[src/rtl/core/meos_pkg.sv]
// meos_pkg: shared types and constants for the midi event ordering sorter
// no dependencies
package meos_pkg;

  localparam logic OP_INSERT = 1'b0;
  localparam logic OP_FLUSH  = 1'b1;

  typedef struct packed {
    logic        opcode;
    logic [31:0] event_time;
    logic [7:0]  status_byte;
    logic [7:0]  first_data;
    logic [7:0]  second_data;
    logic [3:0]  byte_count;
  } meos_in_t;

  typedef struct packed {
    logic [31:0] out_time;
    logic [7:0]  out_status;
    logic [7:0]  out_data1;
    logic [7:0]  out_data2;
    logic [1:0]  out_size;
    logic        is_last;
    logic        overflowed;
  } meos_out_t;

  typedef struct packed {
    logic [31:0] t;
    logic [7:0]  st;
    logic [7:0]  d1;
    logic [7:0]  d2;
  } meos_slot_t;

  localparam int SLOT_W = $bits(meos_slot_t);

  function automatic logic [4:0] class_rank(input logic [2:0] c);
    logic [4:0] r;
    case (c)
      3'd0: r = 5'd8;
      3'd1: r = 5'd9;
      3'd2: r = 5'd20;
      3'd3: r = 5'd4;
      3'd4: r = 5'd6;
      3'd5: r = 5'd16;
      3'd6: r = 5'd18;
      default: r = 5'd0;
    endcase
    return r;
  endfunction

  // time, rank, channel, first data byte
  function automatic logic [48:0] sort_key(input meos_slot_t s);
    return {s.t, class_rank(s.st[6:4]), s.st[3:0], s.d1};
  endfunction

  function automatic logic [1:0] msg_size(input logic [7:0] st);
    logic [1:0] r;
    case (st[7:4])
      4'hC, 4'hD: r = 2'd2;
      4'hF: begin
        if (st == 8'hF1 || st == 8'hF3) r = 2'd2;
        else if (st == 8'hF2) r = 2'd3;
        else r = 2'd1;
      end
      default: r = st[7] ? 2'd3 : 2'd0;
    endcase
    return r;
  endfunction

endpackage

[src/rtl/core/meos_ram.sv]
// meos_ram: generic single-port-write, single-port-read ram with registered read
// no dependencies
module meos_ram #(
  parameter int WIDTH = 8,
  parameter int DEPTH = 16
) (
  input  logic                     clk,
  input  logic                     we,
  input  logic [$clog2(DEPTH)-1:0] waddr,
  input  logic [WIDTH-1:0]         wdata,
  input  logic [$clog2(DEPTH)-1:0] raddr,
  output logic [WIDTH-1:0]         rdata
);
  logic [WIDTH-1:0] mem [DEPTH];

  always_ff @(posedge clk) begin
    if (we) mem[waddr] <= wdata;
    rdata <= mem[raddr];
  end
endmodule

[src/rtl/core/midi_event_ordering_sorter.sv]
// midi_event_ordering_sorter: sorted event table in one ram, insertion by scan and shift
// insert: the input stalls while the insert runs (scan one entry per cycle, then shift down
// one entry at a time, read then write); a flush reads each entry and registers it as a
// request, holding while out_stall is high
// throughput: one request at a time; the table ram sets the pace
// reset: count and overflow clear, ram contents left undefined; needs meos_pkg, meos_ram
module midi_event_ordering_sorter
  import meos_pkg::*;
#(
  parameter int EVENT_SLOTS = 64
) (
  input  logic      clk,
  input  logic      rst_n,
  input  logic      in_valid,
  output logic      in_stall,
  input  meos_in_t  in_data,
  output logic      out_valid,
  input  logic      out_stall,
  output meos_out_t out_data
);
  localparam int AW = $clog2(EVENT_SLOTS);
  localparam int CW = $clog2(EVENT_SLOTS + 1);
  localparam logic [CW-1:0] FULL = CW'(EVENT_SLOTS);

  localparam logic [2:0] S_IDLE  = 3'd0;
  localparam logic [2:0] S_SCAN  = 3'd1;
  localparam logic [2:0] S_SHIFT = 3'd2;
  localparam logic [2:0] S_FLUSH = 3'd3;
  localparam logic [2:0] S_OUT   = 3'd4;

  logic [2:0]    state_r, state_nxt;
  logic [CW-1:0] count_r, count_nxt;
  logic          ovf_r, ovf_nxt;
  logic [CW-1:0] idx_r, idx_nxt;
  logic          rd_pend_r, rd_pend_nxt;
  meos_slot_t    ev_r, ev_nxt;
  logic [CW-1:0] pos_r, pos_nxt;
  logic          ov_r, ov_nxt;
  meos_out_t     od_r, od_nxt;

  logic          we;
  logic [AW-1:0] waddr, raddr;
  meos_slot_t    wdata, rdata;
  logic [SLOT_W-1:0] rraw;

  meos_ram #(.WIDTH(SLOT_W), .DEPTH(EVENT_SLOTS)) u_table (
    .clk(clk), .we(we), .waddr(waddr), .wdata(wdata), .raddr(raddr), .rdata(rraw)
  );
  assign rdata = meos_slot_t'(rraw);

  assign in_stall  = (state_r != S_IDLE);
  assign out_valid = ov_r;
  assign out_data  = od_r;

  always_comb begin
    state_nxt = state_r; count_nxt = count_r; ovf_nxt = ovf_r; idx_nxt = idx_r;
    rd_pend_nxt = 1'b0; ev_nxt = ev_r; pos_nxt = pos_r; ov_nxt = ov_r; od_nxt = od_r;
    we = 1'b0; waddr = '0; wdata = ev_r; raddr = idx_r[AW-1:0];
    if (ov_r && !out_stall) ov_nxt = 1'b0;
    case (state_r)
      S_IDLE: begin
        if (in_valid) begin
          idx_nxt = '0;
          if (in_data.opcode == OP_FLUSH) begin
            if (count_r != '0) state_nxt = S_FLUSH;
          end else if (in_data.byte_count <= 4'd3) begin
            ev_nxt.t  = in_data.event_time;
            ev_nxt.st = (in_data.byte_count > 4'd0) ? in_data.status_byte : 8'd0;
            ev_nxt.d1 = (in_data.byte_count > 4'd1) ? in_data.first_data : 8'd0;
            ev_nxt.d2 = (in_data.byte_count > 4'd2) ? in_data.second_data : 8'd0;
            state_nxt = S_SCAN;
          end
        end
      end
      S_SCAN: begin
        // rd_pend_r means rdata holds entry idx_r-1
        if (rd_pend_r && sort_key(rdata) == sort_key(ev_r)) begin
          state_nxt = S_IDLE;
        end else if ((rd_pend_r && sort_key(rdata) > sort_key(ev_r)) ||
                     (!rd_pend_r && idx_r == count_r)) begin
          if (count_r == FULL) begin
            ovf_nxt = 1'b1;
            state_nxt = S_IDLE;
          end else begin
            pos_nxt = rd_pend_r ? idx_r - 1'b1 : idx_r;
            idx_nxt = count_r;
            state_nxt = S_SHIFT;
          end
        end else if (rd_pend_r && idx_r == count_r) begin
          idx_nxt = idx_r;
        end else begin
          idx_nxt = idx_r + 1'b1;
          rd_pend_nxt = 1'b1;
        end
        if (rd_pend_r && idx_r == count_r && sort_key(rdata) < sort_key(ev_r))
          rd_pend_nxt = 1'b0;
      end
      S_SHIFT: begin
        // move entry idx-1 to idx, reading one step ahead
        if (idx_r == pos_r) begin
          we = 1'b1; waddr = pos_r[AW-1:0]; wdata = ev_r;
          count_nxt = count_r + 1'b1;
          state_nxt = S_IDLE;
        end else if (!rd_pend_r) begin
          raddr = AW'(idx_r - 1'b1);
          rd_pend_nxt = 1'b1;
        end else begin
          we = 1'b1; waddr = idx_r[AW-1:0]; wdata = rdata;
          idx_nxt = idx_r - 1'b1;
        end
      end
      S_FLUSH: begin
        raddr = idx_r[AW-1:0];
        state_nxt = S_OUT;
      end
      S_OUT: begin
        if (!ov_r || !out_stall) begin
          ov_nxt = 1'b1;
          od_nxt.out_time = rdata.t;
          od_nxt.out_status = rdata.st;
          od_nxt.out_data1 = rdata.d1;
          od_nxt.out_data2 = rdata.d2;
          od_nxt.out_size = msg_size(rdata.st);
          od_nxt.is_last = (idx_r + 1'b1 == count_r);
          od_nxt.overflowed = ovf_r;
          if (idx_r + 1'b1 == count_r) begin
            count_nxt = '0;
            state_nxt = S_IDLE;
          end else begin
            idx_nxt = idx_r + 1'b1;
            state_nxt = S_FLUSH;
          end
        end else begin
          raddr = idx_r[AW-1:0];
        end
      end
      default: state_nxt = S_IDLE;
    endcase
  end

  always_ff @(posedge clk) begin
    if (!rst_n) begin
      state_r <= S_IDLE; count_r <= '0; ovf_r <= 1'b0; ov_r <= 1'b0; rd_pend_r <= 1'b0;
    end else begin
      state_r <= state_nxt; count_r <= count_nxt; ovf_r <= ovf_nxt; ov_r <= ov_nxt;
      rd_pend_r <= rd_pend_nxt;
    end
    idx_r <= idx_nxt; ev_r <= ev_nxt; pos_r <= pos_nxt; od_r <= od_nxt;
  end
endmodule

[config.mk]
export PLATFORM = sky130hd
export DESIGN_NAME = midi_event_ordering_sorter
export DESIGN_NICKNAME = d
export VERILOG_FILES = /design/src/rtl/core/meos_pkg.sv /design/src/rtl/core/meos_ram.sv /design/src/rtl/core/midi_event_ordering_sorter.sv
export SDC_FILE = /design/constraint.sdc
export NUM_CORES = 2
export LEC_CHECK = 0
export BUFFER_PORTS_ARGS = -buffer_cell sky130_fd_sc_hd__buf_2
export CAP_MARGIN = 20
export CELL_PAD_IN_SITES_DETAIL_PLACEMENT = 1
export CELL_PAD_IN_SITES_GLOBAL_PLACEMENT = 1
export CORE_MARGIN = 5
export CORE_UTILIZATION = 52
export CTS_BUF_LIST = sky130_fd_sc_hd__clkbuf_4 sky130_fd_sc_hd__clkbuf_8
export DETAILED_ROUTE_END_ITERATION = 16
export PLACE_DENSITY_LB_ADDON = 0.1
export SYNTH_ARGS = -nofsm -noshare
export SYNTH_HDL_FRONTEND = slang
export SYNTH_SLANG_ARGS = --single-unit
[constraint.sdc]
create_clock -name clk -period 15.15 [get_ports clk]
set_clock_uncertainty 0.1 [all_clocks]
set_input_delay 3.03 -clock clk [delete_from_list [all_inputs] [get_ports clk]]
set_output_delay 3.03 -clock clk [all_outputs]
set_load 0.02 [all_outputs]
==> results.md <==
- Status: complete, no violations
- Crit path time final: between 6 and 7 ns
- # IOs: around 130
- Setup Crit Path Kind: reg -> reg
- Mapped cell area: about 150000 sq um
- Core area: ~290000 sq um
- Vias: about 99000
- Top cell type's share of synthesized area: 74.89%
- Synth Register Bits: 3783
- Hold Crit Class: reg -> reg
- Worst VDD drop: slightly above 0.2 mV
- 1st-pass router iterations: 8
- TritonCTS clock tree: done
- Post-synth top flop: edfxtp_1
- Htree depth: 6
- Hold_sp: u_table.rdata[9]
- Largest net degree at the start of global routing: 184
- RSZ-0062 raised after global routing: false
- Global-route wire length before repair: slightly above 700 mm
- Crit-path cells: xor2_1, nor4_4, a211oi_2, and2_2, xor2_4, buf_4, nor2_4, buf_4, buf_4, buf_4, a221oi_1, o22ai_1, a221o_1
- Max transition margin: about 18%
- Initial antenna violation count: 14
- Worst reg-to-reg setup slack: approximately 8.2 ns
- DRC viols: 0
- Async SR Flop Fraction: 0%
- CTS Root Cell: clkbuf_8
- Setup Fix Bufs, Post-CTS: 0
- Clock Path Buffers: 4
- Layout cell share with drive strength beyond 1: 13.40%
- Hold Buf Count CTS: 0
- PwrDens: roughly 170 nW/um^2
- Tcrit/Tclk final: a little under half
- Number of flops mapped to enable cells by yosys: approximately 3700
- Row count: 196
- Post-Route WL: between 500 and 600 mm
- Syn Area/Cell: 13.77 sq um
- Clock transition at path regs: about 0.070 ns
- Arrival time worst endpoint: about 8 ns
- Num CTS Buffers: between 600 and 700
- Worst setup SP type: register
- Die Ht: between 500 and 600 microns
- Leakage: a little under 60 nW
- Setup TNS: 0 ns
- R2R Path Start: idx_r[2]
- RD Place Congestion: slightly above 0.8
- Detail Route Antenna Nets: 0
- Via density: roughly 6.4
- Final Total Pwr: approximately 28 mW
- Max-cap viol count: 0
- Starting density of the core: between 50% and 60%
- WHS Endpoint: out_data[13]
- Clock latency on the worst-skew pair: roughly 1.2 ns
- Nets: 11290
- Fillers: around 27000
- Starting DRT DRC Count: about 13000
- CP required: ~16 ns
- Yosys warnings: 0
- Most used cell, CP: buf_4
- Max incr delay on CP: a little under 0.9 ns
- Reg2reg path depth: 13
- Post-DP HPWL: 270.1 mm
- CP endpoint kind: register
- Die area: 297200 sq um
- Sink Count: 3783
- WL/cell: between 30 and 40 microns
- Total track usage: roughly 33%
- Hold path cells: 0
- Vias in the first global route: around 100k
- Final Setup Violations: 0
- Post-synthesis sequential area ratio: about three quarters
- Tightest Pin Transition: 1.225 ns
- Port bufs: around 130
- Area Growth Syn to Fin: 12.18%
- RR Endpoint: u_table.rdata[24]
- Slew Limit Fails: 0
- Cells after synthesis: roughly 11000
- Post-CTS sizing: 0
- Overflow after GRT: 0
- Final Hold Fails: 0
- Slowest cell on crit path: edfxtp_1
- Top post-synthesis cells by area: edfxtp_1 (75%), nand2_1 (8.0%), nand3_1 (4.0%), mux2i_1 (2.1%), and3_1 (1.4%)
- Post-Syn Nets: approximately 11000
- Yosys cell types: 63
- Die Width: between 500 and 600 microns
- Cell accounting for the most synthesized area: edfxtp_1
- Worst-path fanout max: between 40 and 50
- Max Clk Rate: about 0.14 GHz
[final cells by class]
class	instances	area [sq um]	area share (%)
Sequential cell	3783	112900	67.59
Multi-Input combinational cell	6286	34140	20.44
Clock buffer	858	10440	6.249
Tap cell	3762	4707	2.818
Timing Repair Buffer	425	3120	1.868
Clock inverter	247	1493	0.8935
Inverter	57	214.0	0.1281
Antenna cell	11	27.53	0.01648
[per-stage QoR]
| stage | std cells | worst slack [ns] | instance area, sq um | hold WS (ns) | util, % |
|---|---|---|---|---|---|
| final | 15430 | 8.204 | 167100 | 0.3996 | 58.57 |
| after global routing | 15420 | 8.120 | 167000 | 0.3955 | 58.57 |
| after CTS | 15410 | 8.418 | 167000 | 0.3895 | 58.54 |
| after detailed placement | 14310 | 8.474 | 155000 | 0.3764 | 54.35 |
| after global placement | 14310 | 8.568 | 155000 | 0.3818 | 54.35 |
| after floorplan | 10820 | 5.469 | 148900 | 0.3081 | - |
[power breakdown]
| group | total [mW] | internal (mW) | switching (mW) |
|---|---|---|---|
| registers | 11.8 | 11.5 | 0.300 |
| clock network | 8.76 | 4.56 | 4.20 |
| logic | 7.53 | 2.26 | 5.26 |
[placed cells by master, fill, tap and decap left out, types with 25 or more instances in the layout]
cell / n
edfxtp_1: 3714
nand2_1: 3167
nand3_1: 1203
clkbuf_8: 639
and3_1: 331
a31oi_1: 330
mux2i_1: 314
buf_4: 277
clkbuf_4: 219
clkinv_1: 149
buf_2: 128
a221oi_1: 112
a32oi_1: 108
a32o_1: 108
nor2_4: 71
dfxtp_1: 69
a221o_1: 61
o22ai_1: 57
inv_1: 55
ha_1: 54
nor2_1: 48
clkinv_2: 47
o21ai_4: 46
mux4_2: 32
nor2b_1: 28
xor2_1: 25
[sequential cells by signal (all words and copies together) (netlist names)]
register,cells
rd_pend_r,1
ev_r,56
u_table.rdata,56
out_data,60
ovf_r,1
u_table.mem,3584
count_r,7
idx_r,7
out_valid,1
pos_r,7
state_r,3
[kinds of logic (layout without fill, tap and decap cells)]
| logic type | after synthesis | in the layout | share of synthesized area, % |
|---|---|---|---|
| AOI/OAI and AO/OA | 935 | 935 | 4.734 |
| xor gates and xnor gates | 43 | 43 | 0.2655 |
| adders and majority gates | 54 | 54 | 0.4537 |
| buffers and inverters | 748 | 1587 | 2.012 |
| DFF | 3783 | 3783 | 75.82 |
| muxes | 353 | 353 | 2.647 |
| other | 0 | 11 | 0 |
| and+or+nand+nor | 4901 | 4901 | 14.07 |
[cells in the mapped netlist (3+ instances only)]
master and instances:
o221ai_1 3, nor2b_1 28, nor4_1 5, nand2_1 3173
mux2_2 5, o311ai_0 3, and3_1 331, buf_6 5
nor2_1 119, clkbuf_1 507, a221o_1 61, o22ai_1 57
ha_1 54, nand4_1 12, nand3_1 1203, a21oi_1 22
and2_1 4, a31oi_1 330, a32oi_1 108, a22o_1 7
edfxtp_1 3714, a22oi_1 11, a2bb2oi_1 3, buf_2 121
a32o_1 108, a211oi_1 4, mux2i_1 315, xnor2_1 17
a21o_1 23, a221oi_1 112, o21ai_0 68, inv_1 56
buf_1 58, dfxtp_1 69, mux4_2 32, nand3b_1 3
nor3_1 8, xor2_1 25
[critical path, delay by kind of cell (launching register included)]
| kind | cells | cell delay (ns) |
|---|---|---|
| AO/OA/AOI/OAI | 4 | 1.20 |
| flip-flops | 1 | 0.87 |
| buffers and inverters | 4 | 2.62 |
| XOR/XNOR | 2 | 0.43 |
| AND/OR/NAND/NOR | 3 | 1.56 |
[worst max path at each step]
stage                     slack [ns]  cells after the start  startpoint           endpoint
after floorplan                 5.47                      2  in_data[2]            ev_r[0]
after global placement          8.57                     13    idx_r[2]  u_table.rdata[24]
after detailed placement        8.47                     13    idx_r[2]   u_table.rdata[0]
after CTS                       8.42                     13    idx_r[2]   u_table.rdata[0]
after global routing            8.12                     14    idx_r[2]  u_table.rdata[23]
final                           8.20                     13    idx_r[2]  u_table.rdata[24]
[per-layer routing]
metal  up-vias  wire length [microns]  GRT usage, %
li1      40980                      -             -
met1     51610                 199900         45.47
met2      5448                 239400         53.18
met3      1177                  45540         5.612
met4         8                  25250         14.78
met5         -                     64             0
No activity file was read; power rests on OpenSTA's default activity.
